==> src/rtl/core/ftpf_pkg.sv <==
`default_nettype none

package ftpf_pkg;

	// Default number of rule slots
	localparam int DEFAULT_RULE_DEPTH = 16;

	// Request kinds carried on s_tuser
	localparam logic [1:0] CMD_CLASSIFY = 2'd0;
	localparam logic [1:0] CMD_ADD      = 2'd1;
	localparam logic [1:0] CMD_REMOVE   = 2'd2;

	// Result status codes
	localparam logic [1:0] STATUS_OK       = 2'd0;
	localparam logic [1:0] STATUS_FULL     = 2'd1;
	localparam logic [1:0] STATUS_NOTFOUND = 2'd2;

	// Protocols that are checked
	localparam logic [7:0] PROTO_TCP = 8'd6;
	localparam logic [7:0] PROTO_UDP = 8'd17;

	// Field mask bit positions
	localparam int M_SRCIP = 0;
	localparam int M_DSTIP = 1;
	localparam int M_PROTO = 2;
	localparam int M_SPORT = 3;
	localparam int M_DPORT = 4;

	localparam int RULE_W  = 109;
	localparam int IN_W    = 112;
	localparam int OUT_W   = 8;

	// One rule as held in the table, last field (src_ip) in the lowest bits
	typedef struct packed {
		logic [4:0]  field_mask;
		logic [15:0] dport;
		logic [15:0] sport;
		logic [7:0]  proto;
		logic [31:0] dst_ip;
		logic [31:0] src_ip;
	} rule_t;

	// True when the rule selects at least one field and all selected fields agree
	function automatic logic rule_hits(input rule_t r, input rule_t p);
		logic hit;
		hit = (r.field_mask != 5'd0);
		if (r.field_mask[M_SRCIP] && (r.src_ip != p.src_ip))
			hit = 1'b0;
		if (r.field_mask[M_DSTIP] && (r.dst_ip != p.dst_ip))
			hit = 1'b0;
		if (r.field_mask[M_PROTO] && (r.proto != p.proto))
			hit = 1'b0;
		if (r.field_mask[M_SPORT] && (r.sport != p.sport))
			hit = 1'b0;
		if (r.field_mask[M_DPORT] && (r.dport != p.dport))
			hit = 1'b0;
		return hit;
	endfunction

endpackage

`default_nettype wire

==> src/rtl/core/five_tuple_packet_filter_top.sv <==
`default_nettype none

// Five-tuple packet filter. Each request on the slave stream is a classify, add or
// remove (kind on s_tuser) and gives exactly one result on the master stream: drop,
// status and the rule count after the request. Rules live in one synchronous RAM of
// RULE_DEPTH entries read at one rule per cycle; slots beyond the count are never
// used, so reset only clears the count and no clearing pass is needed. An add writes
// the rule on acceptance. A classify of a TCP or UDP packet scans the slots until the
// first hit (at most the rule count); any other packet is not scanned. A remove scans
// for an equal rule and shifts the later rules down one slot (the scan and the shift
// run back to back through the one read port); with an empty table it does no scan.
// One request is worked on at a time; the next is taken once the result has moved to
// the output register.
module five_tuple_packet_filter_top #(
	parameter int RULE_DEPTH = ftpf_pkg::DEFAULT_RULE_DEPTH
) (
	input  wire logic                      clk,
	input  wire logic                      arst_n,
	input  wire logic                      s_tvalid,
	output logic                           s_tready,
	// src_ip[31:0], dst_ip[63:32], proto[71:64], sport[87:72], dport[103:88],
	// field_mask[108:104], zero fill [111:109]
	input  wire logic [ftpf_pkg::IN_W-1:0] s_tdata,
	// cmd[1:0]
	input  wire logic [1:0]                s_tuser,
	output logic                           m_tvalid,
	input  wire logic                      m_tready,
	// drop[0], status[2:1], rule_count[7:3]
	output logic [ftpf_pkg::OUT_W-1:0]     m_tdata
);
	import ftpf_pkg::*;

	localparam int IDX_W = (RULE_DEPTH > 1) ? $clog2(RULE_DEPTH) : 1;
	localparam int CNT_W = $clog2(RULE_DEPTH + 1);

	localparam logic [1:0] S_IDLE  = 2'd0;
	localparam logic [1:0] S_SCAN  = 2'd1;
	localparam logic [1:0] S_SHIFT = 2'd2;
	localparam logic [1:0] S_DONE  = 2'd3;

	logic [1:0]       state_q;
	logic [CNT_W-1:0] cnt_q;
	logic [CNT_W-1:0] rd_idx_q;
	logic             vld_s1;
	logic [IDX_W-1:0] idx_s1;
	rule_t            rd_data_s1;
	rule_t            req_q;
	logic [1:0]       cmd_q;
	logic             res_drop_q;
	logic [1:0]       res_status_q;
	logic             m_tvalid_q;
	logic [OUT_W-1:0] m_tdata_q;

	rule_t            mem [RULE_DEPTH];

	rule_t            in_rule;
	logic             s_acc;
	logic             full;
	logic             rd_issue;
	logic [IDX_W-1:0] rd_addr;
	logic [IDX_W-1:0] last_idx;
	logic             is_last;
	logic             hit;
	logic             equal;
	logic             wr_en;
	logic [IDX_W-1:0] wr_addr;
	rule_t            wr_data;
	logic             out_free;

	logic [1:0]       state_nxt;
	logic [CNT_W-1:0] cnt_nxt;
	logic [CNT_W-1:0] rd_idx_nxt;
	logic             vld_nxt;
	logic [IDX_W-1:0] idx_nxt;
	logic             drop_nxt;
	logic [1:0]       status_nxt;
	logic             m_tvalid_nxt;

	// Unpack the request
	assign in_rule  = rule_t'(s_tdata[RULE_W-1:0]);
	assign s_tready = (state_q == S_IDLE);
	assign s_acc    = s_tvalid && s_tready;
	assign full     = (cnt_q == CNT_W'(RULE_DEPTH));
	assign out_free = !m_tvalid_q || m_tready;
	assign m_tvalid = m_tvalid_q;
	assign m_tdata  = m_tdata_q;

	// Stream one read per cycle through the held slots
	assign rd_issue = ((state_q == S_SCAN) || (state_q == S_SHIFT)) && (rd_idx_q < cnt_q);
	assign rd_addr  = rd_idx_q[IDX_W-1:0];
	assign last_idx = IDX_W'(cnt_q - CNT_W'(1));
	assign is_last  = (idx_s1 == last_idx);

	// Compare the rule just read against the request
	assign hit   = rule_hits(rd_data_s1, req_q);
	assign equal = (rd_data_s1 == req_q);

	// Write port: append on add, move a rule down one slot during the shift
	always_comb begin
		wr_en   = 1'b0;
		wr_addr = cnt_q[IDX_W-1:0];
		wr_data = in_rule;
		if (s_acc && (s_tuser == CMD_ADD) && !full) begin
			wr_en = 1'b1;
		end else if ((state_q == S_SHIFT) && vld_s1) begin
			wr_en   = 1'b1;
			wr_addr = idx_s1 - IDX_W'(1);
			wr_data = rd_data_s1;
		end
	end

	// Rule table
	always_ff @(posedge clk) begin
		if (wr_en)
			mem[wr_addr] <= wr_data;
		rd_data_s1 <= mem[rd_addr];
	end

	// Hold the request and load the result register
	always_ff @(posedge clk) begin
		if (s_acc) begin
			req_q <= in_rule;
			cmd_q <= s_tuser;
		end
		if ((state_q == S_DONE) && out_free)
			m_tdata_q <= {5'(cnt_q), res_status_q, res_drop_q};
	end

	// Sequencer: work out the next state
	always_comb begin
		state_nxt    = state_q;
		cnt_nxt      = cnt_q;
		rd_idx_nxt   = rd_idx_q;
		vld_nxt      = vld_s1;
		idx_nxt      = idx_s1;
		drop_nxt     = res_drop_q;
		status_nxt   = res_status_q;
		m_tvalid_nxt = m_tvalid_q && !m_tready;
		unique case (state_q)
			S_IDLE: begin
				vld_nxt    = 1'b0;
				rd_idx_nxt = '0;
				drop_nxt   = 1'b0;
				status_nxt = STATUS_OK;
				if (s_acc) begin
					state_nxt = S_DONE;
					unique case (s_tuser)
						CMD_CLASSIFY: begin
							if (((in_rule.proto == PROTO_TCP) ||
							     (in_rule.proto == PROTO_UDP)) && (cnt_q != '0))
								state_nxt = S_SCAN;
						end
						CMD_ADD: begin
							if (full)
								status_nxt = STATUS_FULL;
							else
								cnt_nxt = cnt_q + CNT_W'(1);
						end
						CMD_REMOVE: begin
							if (cnt_q != '0)
								state_nxt = S_SCAN;
							else
								status_nxt = STATUS_NOTFOUND;
						end
						default: ;
					endcase
				end
			end
			S_SCAN, S_SHIFT: begin
				vld_nxt = rd_issue;
				idx_nxt = rd_addr;
				if (rd_issue)
					rd_idx_nxt = rd_idx_q + CNT_W'(1);
				if (vld_s1) begin
					if (state_q == S_SHIFT) begin
						// Last rule moved down: drop the top slot
						if (is_last) begin
							cnt_nxt   = cnt_q - CNT_W'(1);
							state_nxt = S_DONE;
							vld_nxt   = 1'b0;
						end
					end else if (cmd_q == CMD_CLASSIFY) begin
						if (hit) begin
							drop_nxt  = 1'b1;
							state_nxt = S_DONE;
							vld_nxt   = 1'b0;
						end else if (is_last) begin
							state_nxt = S_DONE;
							vld_nxt   = 1'b0;
						end
					end else begin
						if (equal) begin
							if (is_last) begin
								cnt_nxt   = cnt_q - CNT_W'(1);
								state_nxt = S_DONE;
								vld_nxt   = 1'b0;
							end else begin
								state_nxt = S_SHIFT;
							end
						end else if (is_last) begin
							status_nxt = STATUS_NOTFOUND;
							state_nxt  = S_DONE;
							vld_nxt    = 1'b0;
						end
					end
				end
			end
			S_DONE: begin
				if (out_free) begin
					m_tvalid_nxt = 1'b1;
					state_nxt    = S_IDLE;
				end
			end
			default: state_nxt = S_IDLE;
		endcase
	end

	// Sequencer registers
	always_ff @(posedge clk or negedge arst_n) begin
		if (!arst_n) begin
			state_q      <= S_IDLE;
			cnt_q        <= '0;
			rd_idx_q     <= '0;
			vld_s1       <= 1'b0;
			idx_s1       <= '0;
			res_drop_q   <= 1'b0;
			res_status_q <= STATUS_OK;
			m_tvalid_q   <= 1'b0;
		end else begin
			state_q      <= state_nxt;
			cnt_q        <= cnt_nxt;
			rd_idx_q     <= rd_idx_nxt;
			vld_s1       <= vld_nxt;
			idx_s1       <= idx_nxt;
			res_drop_q   <= drop_nxt;
			res_status_q <= status_nxt;
			m_tvalid_q   <= m_tvalid_nxt;
		end
	end

endmodule

`default_nettype wire
==> config.mk <==
export PLATFORM = sky130hd
export DESIGN_NAME = five_tuple_packet_filter_top
export DESIGN_NICKNAME = d
export VERILOG_FILES = /design/src/rtl/core/ftpf_pkg.sv /design/src/rtl/core/five_tuple_packet_filter_top.sv
export SDC_FILE = /design/constraint.sdc
export NUM_CORES = 2
export LEC_CHECK = 0
export ABC_CLOCK_PERIOD_IN_PS = 13300
export BUFFER_PORTS_ARGS = -buffer_cell sky130_fd_sc_hd__buf_2
export CELL_PAD_IN_SITES_DETAIL_PLACEMENT = 1
export CELL_PAD_IN_SITES_GLOBAL_PLACEMENT = 1
export CORE_ASPECT_RATIO = 1.5
export CORE_MARGIN = 5
export CORE_UTILIZATION = 58
export CTS_BUF_LIST = sky130_fd_sc_hd__clkbuf_8
export CTS_CLUSTER_DIAMETER = 150
export DETAILED_ROUTE_END_ITERATION = 6
export GPL_ROUTABILITY_DRIVEN = 0
export PLACE_DENSITY = 0.83
export SYNTH_ARGS = -nofsm -noshare
export SYNTH_HDL_FRONTEND = slang
export SYNTH_SLANG_ARGS = --single-unit
==> constraint.sdc <==
create_clock -name clk -period 13.3 [get_ports clk]
set_clock_uncertainty 0.1 [all_clocks]
set_input_delay 2.66 -clock clk [delete_from_list [all_inputs] [get_ports clk]]
set_output_delay 2.66 -clock clk [all_outputs]
set_load 0.02 [all_outputs]
==> results summary <==
In this run the horizontal extent of the chip is 304 µm. The worst setup path is captured at a register. Buffers placed on the I/O ports in this run total 124.

The post-CTS setup repair buffer count is 0. The highest achievable clock rate came out at 133 MHz. The total overflow reported by the global router came out at 0. The peak per-stage delay on the critical path is 980 ps. The highest routing layer actually used is met5. From synthesis to final layout, the design area changed by 11.1%. The post-route core utilization came out at 64.6%. The routed design uses 106000 µm of met2 wire. The final routed wirelength across all metal layers came out at 206000 µm. The number of hold violations in the final report is 0. The biggest area contributor in the post-synthesis netlist is sky130_fd_sc_hd__edfxtp_1. The data required time at the worst endpoint is 13760 ps.

The via count of the first global-routing pass is 39900. Counting every net in the synthesized netlist gives 3264. The number of DRC violations after detailed-routing iteration 0 is 5148.

The largest vdd supply drop is 0.000223 V. The total negative slack for setup checks is 0 ps. After clock tree synthesis, the clock-pin slew on the worst setup and hold paths is 60 ps.

The tree is rooted in a sky130_fd_sc_hd__clkbuf_8. The first global-routing pass estimated 295000 µm of wire. The critical-path cell with the highest stage delay is sky130_fd_sc_hd__buf_4. In this run the power density over the cells is 198 nW/µm². The initial cell density of the core came out at 58.1%. The average via count per standard cell came out at 6.80. The number of iterations in the first detailed-routing pass is 7. The final setup violation count is 0. The type of element launching the critical path is a primary input. The post-cts hold buffer count came out at 0. The depth of the CTS H-tree came out at 5. The number of design rule violations left after detail routing came out at 0. The cell count after synthesis is 3130. The placement row count is 162. The clock period minus final worst setup slack is 7510 ps. The arrival time at the worst endpoint came out at 7970 ps. The die outline area is 137000 µm².

The pin count of the biggest net entering global routing came out at 133. The number of nets in the final layout came out at 3618. The detailed-routing wirelength on met1 is 70200 µm. The number of inserted filler cells in the final layout came out at 10100. TritonCTS built the clock tree. The number of max-cap violations is 0. The total number of clock tree sinks came out at 1993. The synthesized design devotes to its leading area cell type 74.4% of total area.

The all-layer global routing usage is 30.1%. The final worst-path cycle share is 56.5%. The number of flops mapped to enable cells by yosys came out at 1863. The number of nets with antenna violations after routing came out at 0.

The critical path class is primary input to register. In the post-synthesis netlist, the cell with the most instances is sky130_fd_sc_hd__edfxtp_1. The commonest cells after synthesis are 1863 x sky130_fd_sc_hd__edfxtp_1, 545 x sky130_fd_sc_hd__mux4_2, 113 x sky130_fd_sc_hd__xor2_1.

After legalization and detailed placement, the total HPWL measured 94800 µm. The average wire per cell in the routed design came out at 38.0 µm. The number of buffers between clock root and the deepest sink came out at 4. The largest fanout on the critical path is 50. At the pin with the least slew margin, the transition time is 1250 ps. The post-synthesis async set-or-reset flop share is 1.05%.

The source-to-sink clock delay at the later pin of the worst-skew pair is 1050 ps. The number of pins exceeding their max-slew limit in the final report came out at 0. The fraction of layout instances using a drive strength above 1 came out at 34.1%. The static leakage power is 26.9 nW. After synthesis, the cell types taking the most area are sky130_fd_sc_hd__edfxtp_1 74%, sky130_fd_sc_hd__mux4_2 16%, sky130_fd_sc_hd__dfxtp_1 2.9%. Headroom to the max-slew limit came out at 16.2%. The initial antenna violation count is 14. The vias after detailed routing came out at 36900. For this run, the leading register cell type out of synthesis is sky130_fd_sc_hd__edfxtp_1. The vertical extent of the die came out at 451 µm. The number of different library cells used by synthesis comes to 54.

The signal on the critical path passes through buf_2, inv_1, ha_1, nand3_1, a31oi_1, or2_4, nor2_1, a21oi_1, nand2b_1, nor2_4, buf_4. The run finished with clean final reports. The total met3 wirelength after detailed routing is 20400 µm. After clock tree synthesis, the repair step resized 0 gates. In this run the mean area of a mapped cell was 24.0 µm².

The number of buffers created by CTS came out at 297. Setup repair after global routing left no endpoint under its margin. The final total power is 0.0166 W.

The area of the placeable core came out at 130000 µm². The sequential cell area fraction in the yosys report came out at 77.9%. The synthesized cell area came out at 75200 µm².

The min-delay analysis places its worst path in the category register to register. The number of top-level pins is 128. The total of flip-flops plus latches after synthesis came out at 1993. The count of synthesis-stage warnings from yosys came out at 0.
cells by family after synthesis:
logic type,count (synthesis),share of synthesized area [%]
adders and majority gates,16,0.266
xor gates and xnor gates,122,1.42
buffers and inverters,160,0.890
DFF,1993,77.9
and+or+nand+nor,127,0.964
AOI/OAI and AO/OA,52,0.484
muxes,660,18.0
layout make-up:
| class | count | area, µm² | share of cell area [%] |
|---|---|---|---|
| Clock buffer | 329 | 4530 | 5.42 |
| Multi-Input combinational cell | 977 | 16000 | 19.2 |
| Sequential cell | 1993 | 58700 | 70.2 |
| Antenna cell | 8 | 20.0 | 0.0239 |
| Tap cell | 1722 | 2150 | 2.58 |
| Clock inverter | 187 | 910 | 1.09 |
| Timing Repair Buffer | 196 | 1210 | 1.45 |
| Inverter | 19 | 78.8 | 0.0943 |
metrics by stage:
stage / instances / cell area [µm²] / worst slack, ps / hold WS, ps
after floorplan: 3130 / 75200 / 1390 / 325
after global placement: 4907 / 78200 / 5460 / 339
after detailed placement: 4907 / 78200 / 5180 / 335
after CTS: 5423 / 83600 / 6020 / 349
after global routing: 5426 / 83600 / 5730 / 356
final: 5431 / 83600 / 5790 / 356
worst max-delay path: cells and delay by family:
kind	cells	cell delay, ps
adder cells (fa/ha/maj)	1	170
AO/OA/AOI/OAI	2	1580
AND/OR/NAND/NOR	5	2290
buffers and inverters	3	1190
metal layers:
metal	GRT usage, %	vias to the layer above
met2	50.4	2796
met3	7.00	547
met1	38.6	19500
met4	13.0	8
met5	0	-
li1	-	14000
where the power goes:
part	switching, W	total (W)	internal [W]
clock	0.00245	0.00482	0.00237
combinational	0.00212	0.00403	0.00191
sequential	0.000339	0.00774	0.00740
final timing paths:
check	to	slack, ps	from	depth (start not counted)
worst min-delay path	m_tdata[1]$_DFFE_PP_	360	res_status_q[0]$_DFFE_PN0P_	0
worst max-delay path	mem[6][79]$_DFFE_PP_	5790	s_tuser[1]	11
min in group asynchronous	idx_s1[1]$_DFFE_PN0N_	1490	arst_n	1
worst min register to register	m_tdata[1]$_DFFE_PP_	360	res_status_q[0]$_DFFE_PN0P_	0
worst max register to register	mem[6][79]$_DFFE_PP_	6650	cnt_q[0]$_DFFE_PN0P_	9
max in group asynchronous	rd_idx_q[1]$_DFFE_PN0P_	11200	arst_n	1
flip-flops by register name, summed over array words and instances (netlist names), 2 cells and up:
register      count
state_q           2
mem            1744
cmd_q             2
req_q           109
m_tdata           8
rd_idx_q          5
rd_data_s1      109
res_status_q      2
cnt_q             5
idx_s1            4
placed cells by master, fill, tap and decap left out, types with 7 or more instances in the layout:
| master | instances |
|---|---|
| sky130_fd_sc_hd__clkinv_1 | 47 |
| sky130_fd_sc_hd__clkinv_2 | 35 |
| sky130_fd_sc_hd__nand2_1 | 18 |
| sky130_fd_sc_hd__nor3_1 | 8 |
| sky130_fd_sc_hd__dfxtp_1 | 109 |
| sky130_fd_sc_hd__xnor2_1 | 9 |
| sky130_fd_sc_hd__ha_1 | 16 |
| sky130_fd_sc_hd__inv_1 | 109 |
| sky130_fd_sc_hd__o21ai_0 | 10 |
| sky130_fd_sc_hd__nor2_4 | 13 |
| sky130_fd_sc_hd__clkbuf_8 | 329 |
| sky130_fd_sc_hd__mux4_2 | 545 |
| sky130_fd_sc_hd__nor4_1 | 26 |
| sky130_fd_sc_hd__mux2_2 | 111 |
| sky130_fd_sc_hd__edfxtp_1 | 1863 |
| sky130_fd_sc_hd__nand4_1 | 11 |
| sky130_fd_sc_hd__nand2b_1 | 9 |
| sky130_fd_sc_hd__dfrtp_1 | 18 |
| sky130_fd_sc_hd__diode_2 | 8 |
| sky130_fd_sc_hd__nor2_1 | 14 |
| sky130_fd_sc_hd__xor2_1 | 113 |
| sky130_fd_sc_hd__a31oi_1 | 7 |
| sky130_fd_sc_hd__buf_2 | 124 |
| sky130_fd_sc_hd__buf_4 | 68 |
Power figures use the tool's default switching activity.
